File: config.mk
export PLATFORM = sky130hd
export DESIGN_NAME = fifo_handoff_mutex
export DESIGN_NICKNAME = d
export VERILOG_FILES = /design/src/rtl/core/fhm_pkg.sv /design/src/rtl/core/fifo_handoff_mutex.sv /design/src/rtl/core/fhm_ram.sv
export VERILOG_INCLUDE_DIRS = /design/src /design/src/rtl/core
export SDC_FILE = /design/constraint.sdc
export NUM_CORES = 1
export LEC_CHECK = 0
export BUFFER_PORTS_ARGS = -buffer_cell sky130_fd_sc_hd__buf_2
export CORE_MARGIN = 1
export CORE_UTILIZATION = 50
export DETAILED_ROUTE_END_ITERATION = 6
export GPL_TIMING_DRIVEN = 0
export HOLD_SLACK_MARGIN = 0.05
export PLACE_DENSITY = 0.67
export SYNTH_ARGS = -nofsm -noshare
export SYNTH_HDL_FRONTEND = slang
export SYNTH_SLANG_ARGS = --single-unit
File: constraint.sdc
create_clock -name aclk -period 3.73 [get_ports aclk]
set_clock_uncertainty 0.15 [all_clocks]
set_input_delay 0.373 -clock aclk [delete_from_list [all_inputs] [get_ports aclk]]
set_output_delay 0.373 -clock aclk [all_outputs]
set_load 0.05 [all_outputs]
File: src/rtl/core/fifo_handoff_mutex_assert.svh
// Assertion macros used by the lock block's top-level RTL file.
`ifndef FIFO_HANDOFF_MUTEX_ASSERT_SVH
`define FIFO_HANDOFF_MUTEX_ASSERT_SVH

// The condition must hold in the same cycle as the trigger.
`define FHM_ASSERT_SAME(name, ante, cons, msg) \
    name: assert property (@(posedge aclk) disable iff (!aresetn) \
        (ante) |-> (cons)) else $error(msg);

// The condition must hold in the cycle after the trigger.
`define FHM_ASSERT_NEXT(name, ante, cons, msg) \
    name: assert property (@(posedge aclk) disable iff (!aresetn) \
        (ante) |=> (cons)) else $error(msg);

`endif

File: src/rtl/core/fhm_pkg.sv
// Package with the operation and status codes and the default sizes of the lock block.
`default_nettype none

package fhm_pkg;

    // Field widths of the request and result items.
    localparam int OP_W       = 3;
    localparam int TID_W      = 8;
    localparam int ST_W       = 2;
    localparam int WAITERS_W  = 5;

    // Default sizes.
    localparam int THREADS_DEF    = 256;
    localparam int WAIT_DEPTH_DEF = 16;

    // Request operations.
    typedef enum logic [OP_W-1:0] {
        OP_INIT    = 3'd0,
        OP_DESTROY = 3'd1,
        OP_LOCK    = 3'd2,
        OP_TRYLOCK = 3'd3,
        OP_UNLOCK  = 3'd4
    } op_t;

    // Result status codes.
    typedef enum logic [ST_W-1:0] {
        ST_OK     = 2'd0,
        ST_QUEUED = 2'd1,
        ST_ERROR  = 2'd2,
        ST_FULL   = 2'd3
    } status_t;

endpackage

`default_nettype wire

File: src/rtl/core/fifo_handoff_mutex.sv
// Top level of the hardware lock with a first-in first-out queue of waiting threads.
//
// Each request item carries an operation (init, destroy, lock, trylock, unlock)
// and a thread id, and produces exactly one result item in the cycle after it is
// accepted. The block takes one item per cycle: the result sits in an output
// register, and a new item is accepted whenever that register is empty or is
// being emptied in the same cycle. The waiting threads live in a RAM of
// WAIT_DEPTH entries with a registered read; the RAM read port
// always fetches the entry at the next head of the queue, and a forwarding
// register covers the case where a lock pushes into the entry that becomes
// the head, so an unlock can hand the lock to the oldest waiter in the same
// cycle it is accepted. No clearing pass is needed after reset.
`default_nettype none

`include "fifo_handoff_mutex_assert.svh"

module fifo_handoff_mutex #(
    parameter int THREADS    = fhm_pkg::THREADS_DEF,
    parameter int WAIT_DEPTH = fhm_pkg::WAIT_DEPTH_DEF
) (
    input  wire logic                          aclk,
    input  wire logic                          aresetn,

    input  wire logic                          s_valid,
    output logic                               s_ready,
    input  wire logic [fhm_pkg::OP_W-1:0]      s_op,
    input  wire logic [fhm_pkg::TID_W-1:0]     s_thread_id,

    output logic                               m_valid,
    input  wire logic                          m_ready,
    output logic [fhm_pkg::ST_W-1:0]           m_status,
    output logic                               m_wake_valid,
    output logic [fhm_pkg::TID_W-1:0]          m_wake_thread,
    output logic                               m_lock_held,
    output logic [fhm_pkg::TID_W-1:0]          m_lock_owner,
    output logic [fhm_pkg::WAITERS_W-1:0]      m_waiters
);

    localparam int PW = $clog2(WAIT_DEPTH);
    localparam int CW = $clog2(WAIT_DEPTH + 1);
    localparam int TW = fhm_pkg::TID_W;

    // Lock state.
    logic          held_reg,   held_next;
    logic [TW-1:0] owner_reg,  owner_next;
    logic [PW-1:0] rd_ptr_reg, rd_ptr_next;
    logic [PW-1:0] wr_ptr_reg, wr_ptr_next;
    logic [CW-1:0] cnt_reg,    cnt_next;

    // Forwarding of a push into the entry that is read next.
    logic          fwd_valid_reg, fwd_valid_next;
    logic [TW-1:0] fwd_data_reg;

    // Output register.
    logic                           m_valid_reg,       m_valid_next;
    logic [fhm_pkg::ST_W-1:0]       m_status_reg,      status_next;
    logic                           m_wake_valid_reg,  wake_valid_next;
    logic [TW-1:0]                  m_wake_thread_reg, wake_thread_next;
    logic                           m_lock_held_reg;
    logic [TW-1:0]                  m_lock_owner_reg,  lock_owner_next;
    logic [fhm_pkg::WAITERS_W-1:0]  m_waiters_reg;

    logic          accept;
    logic          req_legal;
    logic          ram_we;
    logic [TW-1:0] ram_rdata;
    logic [TW-1:0] head_data;
    logic [PW-1:0] rd_ptr_inc;
    logic [PW-1:0] wr_ptr_inc;
    logic [31:0]   cnt_ext;
    fhm_pkg::op_t  op;

    // Handshake: a new item enters when the output register is empty or being emptied.
    assign s_ready = !m_valid_reg || m_ready;
    assign accept  = s_valid && s_ready;

    assign op        = fhm_pkg::op_t'(s_op);
    assign req_legal = (s_op <= fhm_pkg::OP_UNLOCK) && (32'(s_thread_id) < 32'(THREADS));

    // Queue pointer wrap.
    assign rd_ptr_inc = (rd_ptr_reg == PW'(WAIT_DEPTH - 1)) ? '0 : rd_ptr_reg + 1'b1;
    assign wr_ptr_inc = (wr_ptr_reg == PW'(WAIT_DEPTH - 1)) ? '0 : wr_ptr_reg + 1'b1;

    // Oldest waiter, from the RAM or from the forwarding register.
    assign head_data = fwd_valid_reg ? fwd_data_reg : ram_rdata;

    // Request decode and state update.
    always_comb begin
        held_next        = held_reg;
        owner_next       = owner_reg;
        rd_ptr_next      = rd_ptr_reg;
        wr_ptr_next      = wr_ptr_reg;
        cnt_next         = cnt_reg;
        status_next      = fhm_pkg::ST_ERROR;
        wake_valid_next  = 1'b0;
        wake_thread_next = '0;
        ram_we           = 1'b0;

        if (accept && req_legal) begin
            unique case (op)
                fhm_pkg::OP_INIT: begin
                    held_next   = 1'b0;
                    owner_next  = '0;
                    rd_ptr_next = '0;
                    wr_ptr_next = '0;
                    cnt_next    = '0;
                    status_next = fhm_pkg::ST_OK;
                end
                fhm_pkg::OP_DESTROY: begin
                    if (!held_reg && cnt_reg == '0) begin
                        owner_next  = '0;
                        rd_ptr_next = '0;
                        wr_ptr_next = '0;
                        status_next = fhm_pkg::ST_OK;
                    end
                end
                fhm_pkg::OP_LOCK: begin
                    if (!held_reg) begin
                        held_next   = 1'b1;
                        owner_next  = s_thread_id;
                        status_next = fhm_pkg::ST_OK;
                    end else if (owner_reg == s_thread_id) begin
                        status_next = fhm_pkg::ST_ERROR;
                    end else if (cnt_reg >= CW'(WAIT_DEPTH)) begin
                        status_next = fhm_pkg::ST_FULL;
                    end else begin
                        ram_we      = 1'b1;
                        wr_ptr_next = wr_ptr_inc;
                        cnt_next    = cnt_reg + 1'b1;
                        status_next = fhm_pkg::ST_QUEUED;
                    end
                end
                fhm_pkg::OP_TRYLOCK: begin
                    if (!held_reg) begin
                        held_next   = 1'b1;
                        owner_next  = s_thread_id;
                        status_next = fhm_pkg::ST_OK;
                    end
                end
                fhm_pkg::OP_UNLOCK: begin
                    if (held_reg && owner_reg == s_thread_id) begin
                        if (cnt_reg != '0) begin
                            rd_ptr_next      = rd_ptr_inc;
                            cnt_next         = cnt_reg - 1'b1;
                            owner_next       = head_data;
                            wake_valid_next  = 1'b1;
                            wake_thread_next = head_data;
                        end else begin
                            held_next  = 1'b0;
                            owner_next = '0;
                        end
                        status_next = fhm_pkg::ST_OK;
                    end
                end
                default: begin
                    status_next = fhm_pkg::ST_ERROR;
                end
            endcase
        end
    end

    // Result fields that follow from the updated state.
    assign lock_owner_next = held_next ? owner_next : '0;
    assign cnt_ext         = 32'(cnt_next);
    assign m_valid_next    = accept ? 1'b1 : (m_valid_reg && !m_ready);

    // A push into the entry that the RAM reads next must be forwarded.
    assign fwd_valid_next = ram_we && (wr_ptr_reg == rd_ptr_next);

    fhm_ram #(
        .WIDTH (TW),
        .DEPTH (WAIT_DEPTH)
    ) u_queue_ram (
        .clk   (aclk),
        .we    (ram_we),
        .waddr (wr_ptr_reg),
        .wdata (s_thread_id),
        .raddr (rd_ptr_next),
        .rdata (ram_rdata)
    );

    // Control state.
    always_ff @(posedge aclk) begin
        if (!aresetn) begin
            held_reg      <= 1'b0;
            owner_reg     <= '0;
            rd_ptr_reg    <= '0;
            wr_ptr_reg    <= '0;
            cnt_reg       <= '0;
            fwd_valid_reg <= 1'b0;
            m_valid_reg   <= 1'b0;
        end else begin
            held_reg      <= held_next;
            owner_reg     <= owner_next;
            rd_ptr_reg    <= rd_ptr_next;
            wr_ptr_reg    <= wr_ptr_next;
            cnt_reg       <= cnt_next;
            fwd_valid_reg <= fwd_valid_next;
            m_valid_reg   <= m_valid_next;
        end
    end

    // Payload registers.
    always_ff @(posedge aclk) begin
        fwd_data_reg <= s_thread_id;
        if (accept) begin
            m_status_reg      <= status_next;
            m_wake_valid_reg  <= wake_valid_next;
            m_wake_thread_reg <= wake_thread_next;
            m_lock_held_reg   <= held_next;
            m_lock_owner_reg  <= lock_owner_next;
            m_waiters_reg     <= cnt_ext[fhm_pkg::WAITERS_W-1:0];
        end
    end

    assign m_valid       = m_valid_reg;
    assign m_status      = m_status_reg;
    assign m_wake_valid  = m_wake_valid_reg;
    assign m_wake_thread = m_wake_thread_reg;
    assign m_lock_held   = m_lock_held_reg;
    assign m_lock_owner  = m_lock_owner_reg;
    assign m_waiters     = m_waiters_reg;

    // The queue never holds more entries than it has.
    `FHM_ASSERT_SAME(a_count_bound, 1'b1, 32'(cnt_reg) <= 32'(WAIT_DEPTH), "wait count overflow")
    // Threads wait only while the lock is held.
    `FHM_ASSERT_SAME(a_wait_held, cnt_reg != '0, held_reg, "waiters on a free lock")
    // Empty or full queue means the pointers meet.
    `FHM_ASSERT_SAME(a_ptr_meet, cnt_reg == '0 || 32'(cnt_reg) == 32'(WAIT_DEPTH), wr_ptr_reg == rd_ptr_reg, "queue pointers disagree with count")
    // A handoff reports the old head as woken and as the new owner.
    `FHM_ASSERT_NEXT(a_handoff, accept && wake_valid_next, m_wake_thread_reg == $past(head_data) && owner_reg == $past(head_data), "handoff lost the head waiter")
    // A woken thread always comes with a successful, held result.
    `FHM_ASSERT_SAME(a_wake_ok, m_valid_reg && m_wake_valid_reg, m_status_reg == fhm_pkg::ST_OK && m_lock_held_reg, "wake without ownership")

endmodule

`default_nettype wire

File: src/rtl/core/fhm_ram.sv
// Generic single-port-write, single-port-read RAM with a registered read.
`default_nettype none

module fhm_ram #(
    parameter int WIDTH = 8,
    parameter int DEPTH = 16
) (
    input  wire logic                      clk,
    input  wire logic                      we,
    input  wire logic [$clog2(DEPTH)-1:0]  waddr,
    input  wire logic [WIDTH-1:0]          wdata,
    input  wire logic [$clog2(DEPTH)-1:0]  raddr,
    output logic      [WIDTH-1:0]          rdata
);

    logic [WIDTH-1:0] mem [DEPTH];

    // Write port and registered read port; a read of the address written
    // in the same cycle returns the old contents.
    always_ff @(posedge clk) begin
        if (we) begin
            mem[waddr] <= wdata;
        end
        rdata <= mem[raddr];
    end

endmodule

`default_nettype wire
==> impl_metrics.ini <==
[run_status]
outcome = finished, final reports clean

[finish]
nets = 740
layout_commonest_cell = edfxtp_1
top_register = u_queue_ram.mem
largest_reg_flops = 128
antenna_cells = 0
drive_gt1_share_pct = 15.3
layout_common_cells = edfxtp_1 (153), nand2_1 (106), nor2_1 (52), buf_2 (49), mux2i_1 (47)
filler_cell_count = 1332
multi_input_area_mm2 = 0.00265
area_growth_pct = 13.5
regArea_mm2 = 0.00540

[timing]
finalWorstSetupSlack_ns = 0.189
relSlewSlack_pct = 40.3
max_freq_ghz = 0.282
finalHoldViolCount = 0
layout_min_cycle_time_ns = 3.54
whs_ns = 0.124
post-route-period-util_pct = 94.9
finalSetupViolations = 0
slew_violations = 0
tightest_slew_ns = 0.895

[synthesis]
syn_inst = 655
syn-cell-area_mm2 = 0.00824
ys_types = 62
synth_area_per_cell_um2 = 12.6
synthXorXnorAreaFrac_pct = 1.38
ys_top_cells_by_area = edfxtp_1 (56%), dfxtp_1 (9.7%), mux2i_1 (5.7%)
synth_top_cell_area_share_pct = 55.7
synth_compound_area_share_pct = 8.99
ys_ff_latch = 193
synth-edff-count = 153
muxShareOfSynthArea_pct = 6.25
yosysWarnings = 0
synth_top_family_by_area = simple AND/OR/NAND/NOR gates
yosys.area_share.adder_pct = 1.06
ys.flop_type = edfxtp_1
syn_nets = 677
async_reset_ff_share_pct = 0
ys_seq_area_share_pct = 65.5
synth_area_leader_cell = edfxtp_1
yosys.area_share.simple_pct = 14.1

[job]
drv_cap = 0

[placed_design]
place_ws_ns = -0.0577
io_buffers = 40
dp_hpwl_um = 13200
place.gp.congestion = 0.935

[floorplan]
ios = 42
die_w_um = 130
die_h_um = 130
initial_core_util_pct = 51.5
rows = 46
dieArea_mm2 = 0.0170
core_area_mm2 = 0.0160

[hold_path]
hp-class = input pin to register

[routing]
drt_iter0_drc = 403
wire_per_inst_um = 20.0
firstDrtPassIters = 5
drt_wl_total_um = 19000
ant_nets = 0
via_per_inst = 5.74
vias = 5436
drcViolationCount = 0

[global_route]
grt_start_max_net_pins = 31
first_global_vias = 5146
grt_antenna_before_repair = 0
grt_usage_pct = 23.8
grt_pass1_wl_um = 29100
grt.overflow.total = 0

[cts]
cts_root_buf = clkbuf_16
clkTransAtPathRegs_ns = 0.07
insertion_delay_ns = 0.44
numCtsBuffers = 17
clockBufferDepth = 2
cts.sinks = 193
cts_tree = built
cts_htree_levels = 4

[pwr]
vdd_drop_max_mv = 0.330
p_per_area_mw_per_mm2 = 461
p_leak_uw = 0.00353

[worst_setup_path]
cp_top_family = compound AO/OA/AOI/OAI gates
crit_slowest_cell = or4b_4
crit_type = register to register
crit_buf_inv = 3
start_kind = register
cp_max_fo = 10
crit_chain = inv_1 > ha_1 > or4b_4 > o31a_1 > o21a_1 > a211oi_4 > buf_6 > buf_6 > mux2i_1 > mux2i_1 > o2111ai_1 > o211ai_1
crit_required_ns = 3.87
crit_arrival_ns = 3.68
end_kind = register
cpPeakStageDelay_ns = 0.52
-- synth_stat cells (all sizes together), types with 5 or more instances --
cell / instances
o31ai: 5
edfxtp: 153
o2111ai: 6
a31oi: 5
o22a: 9
nand3: 14
nand2b: 5
nand4: 14
and2: 20
dfxtp: 40
clkbuf: 14
ha: 7
o21ai: 19
nor2: 52
nand2: 106
o211ai: 6
xor2: 9
mux2i: 47
a21oi: 18
and3: 15
buf: 19
a211o: 8
inv: 13
-- worst paths after layout --
check | startpoint | end | slack, ns | depth (start not counted)
worst min-delay path | m_ready | m_valid | 0.12 | 3
worst max register to register | cnt_reg[0] | u_queue_ram.rdata[0] | 0.19 | 12
worst min register to register | m_valid | m_valid | 0.40 | 2
worst max-delay path | cnt_reg[0] | u_queue_ram.rdata[0] | 0.19 | 12
-- what timing repair did --
item	4_1_cts	5_1_grt
buffers inserted	0	3
hold endpoints to repair	1	0
resized for setup	0	5
endpoints found under the setup margin	0	9
hold buffers	1	0
-- kinds of logic (layout without fill, tap and decap cells) --
family,after synthesis,count (layout)
buffers and inverters,46,122
adder cells (fa/ha/maj),7,7
AO/OA/AOI/OAI,99,99
AND/OR/NAND/NOR,246,246
flip-flops,193,193
multiplexers,51,51
XOR/XNOR,13,13
-- routing by layer --
metal	vias up	part of all wire [%]	GRT usage (%)
met5	-	0	0
met4	0	2.6	10.2
met3	33	5.1	5.13
met2	181	48	38.2
met1	2681	44	31.3
li1	2541	-	-
-- worst register-to-register path, delay by kind of cell, from the launching register on --
kind	cells	cell delay, ns
mux	2	0.34
buf+inv	3	0.51
compound gates	5	1.30
simple gates	1	0.52
flops	1	0.37
fa+ha+maj	1	0.20
-- stage by stage --
step,TNS (ns),cell area [um2],total power (uW),util [%],cells
3_5_place_dp,-0.224,8710,2590,54.5,911
4_1_cts,0,9300,4330,58.1,944
6_report,0,9350,4310,58.5,947
5_1_grt,-0.00670,9350,4430,58.5,947
2_1_floorplan,0,8240,2510,-,655
3_3_place_gp,0,8710,2580,54.5,911
-- power by group --
group / switching (uW) / internal [uW]
Combinational: 153 / 41.7
Clock: 836 / 940
Sequential: 6.66 / 2340
-- area by class of cell --
cell class / instances / area share [%]
sequential: 193 / 57.7
multi-input combinational: 416 / 28.3
clock buffer: 17 / 4.55
tap: 216 / 2.89
timing repair buffer: 44 / 2.49
buffer: 33 / 1.89
clock inverter: 15 / 1.63
inverter: 13 / 0.562
Power figures use the tool's default switching activity.
